### src/rtl/core/hvt_ram.sv
// Generic single-write, single-read RAM with registered read data.
`timescale 1ns / 1ps

module hvt_ram #(
   parameter int WIDTH = 8,
   parameter int DEPTH = 16
) (
   input  logic                             clock,
   input  logic                             wr_en,
   input  logic [((DEPTH > 1) ? $clog2(DEPTH) : 1)-1:0] wr_addr,
   input  logic [WIDTH-1:0]                 wr_data,
   input  logic                             rd_en,
   input  logic [((DEPTH > 1) ? $clog2(DEPTH) : 1)-1:0] rd_addr,
   output logic [WIDTH-1:0]                 rd_data
);

   logic [WIDTH-1:0] mem_ff [DEPTH];
   logic [WIDTH-1:0] rd_data_ff;

   always_ff @(posedge clock) begin
      if (wr_en) begin
         mem_ff[wr_addr] <= wr_data;
      end
      if (rd_en) begin
         rd_data_ff <= mem_ff[rd_addr];
      end
   end

   assign rd_data = rd_data_ff;

endmodule

### config.mk
export PLATFORM = sky130hd
export DESIGN_NAME = hvt_ram
export DESIGN_NICKNAME = d
export VERILOG_FILES = /design/src/rtl/core/hvt_ram.sv
export SDC_FILE = /design/constraint.sdc
export NUM_CORES = 1
export LEC_CHECK = 0
export BUFFER_PORTS_ARGS = -buffer_cell sky130_fd_sc_hd__buf_2
export CORE_UTILIZATION = 47
export CTS_CLUSTER_DIAMETER = 200
export DETAILED_ROUTE_END_ITERATION = 16
export PLACE_DENSITY = 0.67
export SLEW_MARGIN = 40
export SYNTH_ARGS = -nofsm -noshare
export SYNTH_HDL_FRONTEND = slang
export SYNTH_SLANG_ARGS = --single-unit
### constraint.sdc
create_clock -name clock -period 1.8 [get_ports clock]
set_input_delay 0.27 -clock clock [delete_from_list [all_inputs] [get_ports clock]]
set_output_delay 0.27 -clock clock [all_outputs]
set_load 0.02 [all_outputs]
### After elaboration in Yosys (flattened, before gate mapping)

Memories as Yosys holds them, arrays and structs flattened. A register that Yosys moved wholly into a read port is not among the register bits.
Index checks and enable logic that the tools add are counted.

| cells by class | value |
|---|---|
| muxes and demuxes | 2 |

Operators with widths:

| operator | count |
|---|---|
| 1-bit 2-to-1 mux | 2 |

| storage, ports and cells | value |
|---|---|
| memory bits (writable) | 128 |
| bits in registers | 0 |
| input port bits | 19 |
| word-level logic and storage cells | 3 |
| memories | 1 |

Memory list:

| memory | words | bits a word | rd ports | clocked after memory_dff | write ports | line | text |
|---|---|---|---|---|---|---|---|
| mem_ff | 16 | 8 | 1 | 1 | 1 | 17 | `logic [WIDTH-1:0] mem_ff [DEPTH];` |

### Depth between registers and ports, before layout

| depth | value |
|---|---|
| depth in word-level cells | 2 |
| depth in mapped cells | 5 |
| mapped depth without buffers | 3 |

### Least setup slack after synthesis

No wires, ideal clock.

| timing | value |
|---|---|
| path type | in2reg |
| from | in wr_addr[2] (netlist name) |
| to | mem mem_ff[0][0], enable pin |
| data required time | 1.417 ns |
| cell stages on the path | 2 |
| slack | 0.037 ns |
| arrival time | 1.380 ns |
| path through | or3b_2 nor3_1 |

RTL lines:

| what | line | text |
|---|---|---|
| from (decl) | 10 | `input logic [((DEPTH > 1) ? $clog2(DEPTH) : 1)-1:0] wr_addr,` |
| to (decl) | 17 |  |

Straight into the memory's write port.

==> flow_summary.ini <==
[worst_setup_path]
slowest_delay_ns = 0.55
crit_required_ns = 2.06
cpLargestDelayFamily = multiplexers
path_cells = mux4_1 > a22oi_1 > nand2_1
critPathMaxFanout = 1
crit_type = reg -> reg
r2r_slack_ns = 0.26
startpoint_type = register
end_kind = register
arrival_ns = 1.80
cp_num_buf_inv = 0
cp_slowest_cell = mux4_1

[grt]
grt_pass1_wl_mm = 14.7
grt_overflow = 0
antenna_found_initial = 1
grt_usage_pct = 19.0
grt_pass1_vias = 2562
grt_start_max_net_pins = 33

[route]
top_layer = met4
viasPerCell = 5.45
wl_per_cell_um = 21.9
drc = 0
routed_wl_mm = 9.71
wl_met1_mm = 4.30
dr.pass1.iters = 4
met3_length_um = 490
drt_iter0_drc = 158
vias = 2414
met2_length_mm = 4.73
ant_nets = 0

[clock_network]
clkSlewWorstSetupHoldPaths_ns = 0.06
cts_setup_buffers = 0
cts-htree-levels = 4
numClockSinks = 136
cts_max_path_buffers = 2
ctsHoldBuffers = 0
cts_tree = done
clockRootBuffer = clkbuf_8
insertion_delay_ns = 0.52
post_cts_resized = 0
cts_buffers = 17

[power]
vdd_drop_max_uv = 558
design_power_total_mw = 7.18
p_leak_nw = 2.13
powerDensity_nw_per_um2 = 1150

[layout]
syn2layout_area_growth_pct = 19.2
post-route-util_pct = 57.5
final_area_um2 = 6230
mostFrequentLayoutCells = 136 x edfxtp_1, 26 x buf_2, 22 x buf_4, 18 x mux4_2
nets = 308
final_layout_size_suffix_gt1_share_pct = 31.8
final_common_cell = edfxtp_1

[sta]
rsz0062_at_grt = false
fin_hold_ws_ns = 0.121
layout_min_cycle_time_ns = 1.54
worst_pin_slew_ns = 0.377
relSlewSlack_pct = 74.9
period_share_pct = 85.7
finalClockSkew_ns = 0.00932
hold_viol = 0
max_freq_ghz = 0.649
worst_slack_ns = 0.258
setup_viol = 0
maxSlewViolCount = 0

[synth]
synth-seq-cells = 136
ys_seq_area_share_pct = 78.1
yosys_warnings = 0
synth_cells = 229
avgSynthCellArea_um2 = 22.8
syn_area_um2 = 5230
synth_cell_types = 18
synth_fp_nets = 248

[die]
initial_core_util_pct = 48.2
rows = 38
die-area_um2 = 11500
die_w_um = 107
core_area_um2 = 10800
io_pins = 27
die_y_um = 107

[min_path]
hp-class = in -> reg

[placement]
dpl_cell_area_um2 = 5670
place_ws_ns = -0.0789
place.gp.congestion = 0.713
port_buffers = 26
dp_hpwl_mm = 6.17

[outcome]
status = finished, final reports clean

[run]
drv_cap = 0
-- final cells by class --
cell class	instances	area [µm²]
Antenna cell	1	2.50
Clock buffer	19	422
Tap cell	140	175
Sequential cell	136	4080
Fill cell	807	4610
Clock inverter	13	135
Multi-Input combinational cell	83	1060
Timing Repair Buffer	51	355
-- final timing paths --
check / start / end / cells past startpoint
hold reg to reg: mem_ff[15][2] / rd_data[2] / 3
hold / removal: rd_en / rd_data[7] / 1
setup reg to reg: mem_ff[2][3] / rd_data[3] / 3
setup / recovery: mem_ff[2][3] / rd_data[3] / 3
-- sequential cells by signal, summed over array words and instances (netlist names) --
| register | flops |
|---|---|
| rd_data | 8 |
| mem_ff | 128 |
-- synth_stat cells --
cell type        number  area [µm²]
a22oi_1              16         120
and2_1                1        6.26
and2b_1               1        7.51
buf_2                 3        15.0
buf_4                 1        7.51
buf_6                 3        33.8
clkdlybuf4s25_2       3        30.0
edfxtp_1            136        4080
mux4_1               14         368
mux4_2               18         405
nand2_1               9        33.8
nand2b_1              2        12.5
nand3_1               1        5.00
nand3b_1              2        15.0
nor2_1               13        48.8
nor2b_1               1        6.26
nor3_1                4        20.0
or3b_2                1        8.76
-- logic make-up (layout without fill, tap and decap cells) --
logic type	after synthesis	after routing	share of synthesized area, %
flops	136	136	78.1
simple gates	35	35	3.14
compound gates	16	16	2.30
mux	32	32	14.8
buf+inv	10	83	1.65
other cells	0	1	0
-- per-stage QoR --
step,TNS [ns],cells
3_5_place_dp,-0.190,410
6_report,0,443
4_1_cts,0,442
2_1_floorplan,0,229
3_3_place_gp,-0.117,410
5_1_grt,0,442
-- report_power, final --
group	switching, mW	leakage [nW]	total (mW)	internal (mW)
sequential	0.0181	1.24	3.59	3.57
combinational	0.199	0.617	0.350	0.151
clock	1.17	0.279	3.24	2.07
total	1.39	2.13	7.18	5.79
-- layer usage --
metal | vias up | track usage, %
li1 | 1099 | -
met1 | 1234 | 24.5
met2 | 68 | 29.5
met3 | 13 | 5.93
met4 | 0 | 9.30
met5 | - | 0
(Power assumes the default switching activity.)
