===== src/rtl/core/hvt_pkg.sv =====
// Package: hit volume table constants, record types and helpers.
`timescale 1ns / 1ps

package hvt_pkg;

   localparam int ENTRIES = 128;
   localparam int IDX_W   = (ENTRIES > 1) ? $clog2(ENTRIES) : 1;

   localparam int COORD_W  = 24;
   localparam int RADIUS_W = 23;
   localparam int MASK_W   = 16;
   localparam int VERT_W   = COORD_W + 1;   // centre +/- radius, body top
   localparam int DIFF_W   = COORD_W + 1;   // absolute x / z distance
   localparam int SQ_W     = 2 * DIFF_W;
   localparam int RSQ_W    = 2 * RADIUS_W;
   localparam int OUT_IDX_W = 7;

   // request kinds
   localparam logic [1:0] REQ_CLEAR  = 2'd0;
   localparam logic [1:0] REQ_INSERT = 2'd1;
   localparam logic [1:0] REQ_QUERY  = 2'd2;

   // response status codes
   localparam logic [2:0] ST_INSERTED = 3'd0;
   localparam logic [2:0] ST_FULL     = 3'd1;
   localparam logic [2:0] ST_HIT      = 3'd2;
   localparam logic [2:0] ST_NOHIT    = 3'd3;
   localparam logic [2:0] ST_CLEARED  = 3'd4;

   // one stored volume
   typedef struct packed {
      logic [MASK_W-1:0]   mask;
      logic [RADIUS_W-1:0] radius;
      logic [COORD_W-1:0]  cz;
      logic [COORD_W-1:0]  cy;
      logic [COORD_W-1:0]  cx;
   } entry_type;

   localparam int ENTRY_W = $bits(entry_type);

   // query operands held for the whole scan
   typedef struct packed {
      logic [MASK_W-1:0]  mask;
      logic [VERT_W-1:0]  ut;
      logic [VERT_W-1:0]  ub;
      logic [COORD_W-1:0] pz;
      logic [COORD_W-1:0] px;
   } query_type;

   // slot address handed to the check unit together with the RAM read
   typedef struct packed {
      logic             valid;
      logic             live;
      logic [IDX_W-1:0] idx;
   } issue_type;

   // verdict on one slot, in slot order
   typedef struct packed {
      logic             valid;
      logic             hit;
      logic [IDX_W-1:0] idx;
   } verdict_type;

   localparam logic [IDX_W-1:0] LAST_IDX = IDX_W'(ENTRIES - 1);

   function automatic logic [OUT_IDX_W-1:0] to_out_idx(input logic [IDX_W-1:0] idx);
      logic [31:0] wide;
      wide = 32'(idx);
      return wide[OUT_IDX_W-1:0];
   endfunction

endpackage


===== src/rtl/core/hvt_check.sv =====
// Slot check unit: pipelined reach test, one stored volume per cycle.
`timescale 1ns / 1ps

module hvt_check
   import hvt_pkg::*;
(
   input  logic        clock,
   input  logic        reset,
   input  logic        flush,
   input  issue_type   issue,
   input  query_type   qry,
   input  entry_type   entry,
   output verdict_type verdict
);

   // stage 1 tag: lines up with RAM read data
   issue_type t1_ff, t1_in;

   // stage 2: distances, vertical bounds
   logic             s2_valid_ff, s2_valid_in;
   logic             s2_cand_ff,  s2_cand_in;
   logic [IDX_W-1:0] s2_idx_ff;
   logic [DIFF_W-1:0] s2_dx_ff, s2_dz_ff, s2_dx_in, s2_dz_in;
   logic [RADIUS_W-1:0] s2_r_ff;
   logic signed [VERT_W-1:0] s2_bot_ff, s2_top_ff, s2_bot_in, s2_top_in;

   // stage 3: squares, vertical verdict
   logic             s3_valid_ff, s3_valid_in;
   logic             s3_cand_ff,  s3_cand_in;
   logic [IDX_W-1:0] s3_idx_ff;
   logic [SQ_W-1:0]  s3_dx2_ff, s3_dz2_ff;
   logic [RSQ_W-1:0] s3_r2_ff;

   logic signed [DIFF_W-1:0] dx_s, dz_s;
   logic signed [VERT_W-1:0] ub_s, ut_s, cy_s, r_s;
   logic                     vert_ok;
   logic [SQ_W:0]            dist2;

   assign t1_in = flush ? '0 : issue;

   // stage 1 -> 2
   always_comb begin
      dx_s = $signed({qry.px[COORD_W-1], qry.px}) - $signed({entry.cx[COORD_W-1], entry.cx});
      dz_s = $signed({qry.pz[COORD_W-1], qry.pz}) - $signed({entry.cz[COORD_W-1], entry.cz});
      s2_dx_in = dx_s[DIFF_W-1] ? DIFF_W'(-dx_s) : DIFF_W'(dx_s);
      s2_dz_in = dz_s[DIFF_W-1] ? DIFF_W'(-dz_s) : DIFF_W'(dz_s);
      cy_s = $signed({entry.cy[COORD_W-1], entry.cy});
      r_s  = $signed({2'b00, entry.radius});
      s2_bot_in = cy_s - r_s;
      s2_top_in = cy_s + r_s;
      s2_valid_in = t1_ff.valid && !flush;
      s2_cand_in  = t1_ff.live && ((entry.mask & qry.mask) != '0);
   end

   // stage 2 -> 3: four-way overlap rule
   always_comb begin
      ub_s = $signed(qry.ub);
      ut_s = $signed(qry.ut);
      vert_ok = (ut_s <= s2_top_ff && s2_bot_ff < ut_s) ||
                (ub_s <= s2_top_ff && s2_bot_ff < ub_s) ||
                (s2_top_ff <= ut_s && ub_s < s2_bot_ff) ||
                (ut_s <= s2_top_ff && s2_bot_ff < ub_s);
      s3_valid_in = s2_valid_ff && !flush;
      s3_cand_in  = s2_cand_ff && vert_ok;
   end

   always_ff @(posedge clock) begin
      if (reset) begin
         t1_ff       <= '0;
         s2_valid_ff <= 1'b0;
         s3_valid_ff <= 1'b0;
      end else begin
         t1_ff       <= t1_in;
         s2_valid_ff <= s2_valid_in;
         s3_valid_ff <= s3_valid_in;
      end
      s2_cand_ff <= s2_cand_in;
      s2_idx_ff  <= t1_ff.idx;
      s2_dx_ff   <= s2_dx_in;
      s2_dz_ff   <= s2_dz_in;
      s2_r_ff    <= entry.radius;
      s2_bot_ff  <= s2_bot_in;
      s2_top_ff  <= s2_top_in;
      s3_cand_ff <= s3_cand_in;
      s3_idx_ff  <= s2_idx_ff;
      s3_dx2_ff  <= s2_dx_ff * s2_dx_ff;
      s3_dz2_ff  <= s2_dz_ff * s2_dz_ff;
      s3_r2_ff   <= s2_r_ff * s2_r_ff;
   end

   // stage 3: horizontal reach
   assign dist2 = {1'b0, s3_dx2_ff} + {1'b0, s3_dz2_ff};

   always_comb begin
      verdict.valid = s3_valid_ff;
      verdict.hit   = s3_cand_ff && (dist2 <= (SQ_W + 1)'(s3_r2_ff));
      verdict.idx   = s3_idx_ff;
   end

endmodule


===== config.mk =====
export PLATFORM = sky130hd
export DESIGN_NAME = hvt_check
export DESIGN_NICKNAME = d
export VERILOG_FILES = /design/src/rtl/core/hvt_pkg.sv /design/src/rtl/core/hvt_check.sv
export SDC_FILE = /design/constraint.sdc
export NUM_CORES = 2
export LEC_CHECK = 0
export BUFFER_PORTS_ARGS = -buffer_cell sky130_fd_sc_hd__buf_2
export CAP_MARGIN = 20
export CORE_AREA = 2 2 388 390
export DETAILED_ROUTE_END_ITERATION = 7
export DIE_AREA = 0 0 390 392
export PLACE_DENSITY_LB_ADDON = 0.08
export SLEW_MARGIN = 20
export SYNTH_ARGS = -nofsm -noshare
export SYNTH_HDL_FRONTEND = slang
export SYNTH_SLANG_ARGS = --single-unit

===== constraint.sdc =====
create_clock -name clock -period 11.1 [get_ports clock]
set_input_delay 2.22 -clock clock [delete_from_list [all_inputs] [get_ports clock]]
set_output_delay 2.22 -clock clock [all_outputs]
set_load 0.02 [all_outputs]

* Word-level counts from Yosys, hierarchy flattened
Index checks and enable logic that the tools add are counted.
Storage, ports and cells: flip-flop bits (word level) 296, logic and storage cells 54, input bits 237
Cells by class: multipliers 3, reductions and logical operators 15, bitwise gates (word level) 1, add/subtract/negate cells 7, magnitude comparators 7, muxes and demuxes 2
Operators by type and width (number):
- 25-bit by 25-bit multiplier with 50-bit output | 2
- 25-bit less-or-equal comparator | 3
- 25-bit less-than comparator | 3
- 24-bit by 24-bit subtractor with 25-bit output | 3
- 50-bit by 50-bit adder with 51-bit output | 1
- 51-bit by 46-bit less-or-equal comparator with 1-bit output | 1
- 25-bit negation | 2
- 24-bit 2-to-1 mux | 2
- 23-bit by 23-bit multiplier with 46-bit output | 1
- 24-bit by 24-bit adder with 25-bit output | 1
- 16-bit AND | 1
- 16-bit nonzero test | 1
- 1-bit logical AND | 9
- 1-bit logical OR | 3
- 2-bit OR reduction | 1
- 1-bit logical NOT | 1

* Longest topological paths before layout
depth in word-level cells 6, mapped depth 30, depth with buffers taken out 28

* Least setup slack after synthesis
No wires, ideal clock.
path type reg2reg, start reg s2_dx_ff[3], end reg s3_dx2_ff[48], arrival 7.386 ns, slack 3.642 ns, library setup time 0.072 ns, path buffers 2, cell stages (with the launch flop) 28, required time 11.028 ns, cell sequence dfxtp_1 -> clkbuf_1 -> clkbuf_1 -> nand2_1 -> fa_1 -> inv_1 -> fa_1 -> inv_1 -> fa_1 -> inv_1 -> fa_1 -> inv_1 -> fa_1 -> inv_1 -> fa_1 -> fa_1 -> ha_1 -> a21o_1 -> o21bai_1 -> a221oi_1 -> a21oi_1 -> or2_1 -> a41o_1 -> o211a_1 -> o41a_1 -> a311o_1 -> a21oi_2 -> xnor2_1
On the way: longest elaborated chain between the ends 1
RTL lines:
- start, declared | line hvt_check.sv:23 | logic [DIFF_W-1:0] s2_dx_ff, s2_dz_ff, s2_dx_in, s2_dz_in;
- start signal, assigned | line hvt_check.sv:79 | s2_dx_ff <= s2_dx_in;
- 25-bit by 25-bit multiplier with 50-bit output | line hvt_check.sv:86 | s3_dx2_ff <= s2_dx_ff * s2_dx_ff;
- end signal, assigned | line hvt_check.sv:86
- end, declared | line hvt_check.sv:31 | logic [SQ_W-1:0] s3_dx2_ff, s3_dz2_ff;
No other way between the ends. A chain may end at the register's enable or synchronous reset.

==> impl_metrics.ini <==
[sta]
finClkSkew_ns = 0.0472
timing.final.crit_share_pct = 80.4
relSlewSlack_pct = 22.9
maxSlewViolCount = 0
holdWs_ns = 0.325
timing.setup.tns_ns = 0
fmax_mhz = 112
rsz0062_at_grt = no
tightest_slew_ns = 1.15
min_period_ns = 8.93
hold_violations = 0
setup_viol_count_final = 0

[drt]
first_iter_violations = 2124
dr.pass1.iters = 5
drc_errors = 0
wl_per_cell_um = 18.3
via_per_inst = 5.04
ant_nets = 0
vias = 48800
finalWirelength_mm = 177

[synthesis]
synth_area_leaders = fa_1, ha_1, inv_1, dfxtp_1, and2_1
synth-seq-cells = 292
syn_avg_cell_area_sq_um = 9.01
ys_types = 92
synth_top_flop_cell = dfxtp_1
synth_top_area_share_pct = 38.9
async_reset_ff_share_pct = 0
ys_warn_count = 0
syn_inst = 7548
syn_nets = 9942
synth_most_common_cell = inv_1
synth_edf_count = 0
yosysTopAreaCell = fa_1
ys_seq_area_share_pct = 8.60
synthesis.area_sq_um = 68000
synthTopCellsByCount = inv_1, fa_1, ha_1

[cts]
post_cts_buffers = 0
hold_buffers = 0
clk_latency_ns = 0.65
cts-root-buf = clkbuf_16
cts_buffer_depth = 3
cts_max_level = 2
cts_buffers = 40
cts.repair.resized = 0
cts.reportedPaths.clkPinSlew_ns = 0.06
cts_tree = yes
cts.sinks = 292

[floorplan]
io_pins = 246
die_area_sq_um = 153000
core_area_sq_um = 149000
initial_utilization_pct = 45.7
die_w_um = 390
rows = 142
die_h_um = 392

[global_route]
grt_overflow = 0
grt_pass1_wl_mm = 291
antenna_found_initial = 5
grt_start_max_net_pins = 29
grt_usage_pct = 24.2
grt_pass1_vias = 53800

[placed_design]
gp_congestion = 0.904
port_buffers = 245
dp_hpwl_mm = 148

[critical_path]
r2r_setup_slack_ns = 2.64
startpoint_type = register
critical_path.endpoint_type = output pin
worstPathRequired_ns = 8.88
path_max_fanout = 5
critPathArrivalTime_ns = 6.71
crit_type = reg2out

[layout]
drive_gt1_share_pct = 5.71
fillers = 14500
area_delta_synth_final_pct = 7.40
nNetsFinal = 10100

[outcome]
status = completed

[worst_hold_path]
hp-class = reg2reg

[flow_run]
cap_viol_max_count = 0
-- area by class of cell --
| type | instances | area [sq um] | share of cell area [%] |
|---|---|---|---|
| antenna | 2 | 5.00 | 0.00685 |
| sequential | 292 | 5850 | 8.02 |
| clock buffer | 47 | 1070 | 1.46 |
| timing repair buffer | 309 | 1710 | 2.34 |
| multi-input combinational | 5000 | 53700 | 73.5 |
| clock inverter | 26 | 532 | 0.728 |
| tap | 1944 | 2430 | 3.33 |
| inverter | 2066 | 7750 | 10.6 |
-- through the flow --
stage	setup slack (ns)	utilization [%]	instances	area (sq um)
3_3_place_gp	2.65	48.0	9611	71400
3_5_place_dp	2.40	48.0	9611	71400
2_1_floorplan	3.64	-	7548	68000
4_1_cts	2.11	49.0	9684	73000
5_1_grt	1.54	49.0	9685	73000
6_report	2.17	49.0	9686	73000
-- metal layers --
metal / GRT usage [%] / share of wire (%) / vias to the layer above
met5: 0 / 0.0068 / -
met4: 4.96 / 2.0 / 2
met3: 2.14 / 3.6 / 199
met2: 42.4 / 49 / 928
met1: 32.7 / 45 / 24400
li1: - / - / 23300
-- worst max-delay path, stage by stage, from the launching register on --
cell and delay (ns):
dfxtp_1 0.31, ha_1 0.36, a211oi_1 0.35, o21ai_0 0.14, a31oi_1 0.32, o31ai_1 0.18
a21oi_1 0.27, a21oi_1 0.17, o21ai_0 0.21, a21boi_0 0.14, o21ai_0 0.22, nor2b_1 0.19
xnor2_1 0.08, ha_1 0.18, a21o_1 0.17, a21o_1 0.16, a21oi_1 0.15, nor2b_1 0.06
o21ai_0 0.22, nand2_1 0.09, o311ai_0 0.45, a211o_1 0.20, nor2b_1 0.14, o2111ai_1 0.12
nor4_1 0.90, buf_2 0.32
-- cell families after synthesis --
| kind of cell | count (synthesis) | synth area share [%] |
|---|---|---|
| AO/OA/AOI/OAI | 915 | 8.78 |
| XOR/XNOR | 326 | 4.20 |
| adder cells (fa/ha/maj) | 2157 | 54.3 |
| buffers and inverters | 2256 | 12.5 |
| flip-flops | 292 | 8.60 |
| multiplexers | 8 | 0.125 |
| AND/OR/NAND/NOR | 1594 | 11.5 |
-- flip-flops by register name (all words and copies together) (netlist names), 9 cells and up --
name	cells
s3_dx2_ff	49
s3_dz2_ff	49
s3_r2_ff	45
s2_bot_ff	25
s2_dx_ff	25
s2_dz_ff	25
s2_top_ff	24
s2_r_ff	23
t1_ff	9
-- cells in the final DEF, fill, tap and decap left out, types with 31 or more instances in the layout --
cell and instances:
a211oi_1 31, xnor2_1 227, o21a_1 49, o21ai_0 134, nor2b_1 55, clkbuf_16 40, inv_1 2066, buf_2 245
xor2_1 99, a21o_1 156, nand4_1 47, a31oi_1 34, buf_4 64, nor3_1 52, and3_1 42, nand3_1 66
dfxtp_1 287, nand2_1 578, fa_1 1321, a21oi_1 283, nor2_1 265, o21bai_1 41, nand2b_1 44, ha_1 836
and2_1 368
-- final timing paths --
kind,start,endpoint,depth (start not counted)
worst max register to register,s2_dx_ff[15]$_DFF_P_,s3_dx2_ff[48]$_DFF_P_,25
worst min register to register,s2_idx_ff[0]$_DFF_P_,s3_idx_ff[0]$_DFF_P_,0
worst max-delay path,s3_dx2_ff[3]$_DFF_P_,verdict[7],25
worst min-delay path,s2_idx_ff[0]$_DFF_P_,s3_idx_ff[0]$_DFF_P_,0
Power is not shown: default switching activity piles up to over one toggle a cycle in this logic, so the estimate is an artifact.
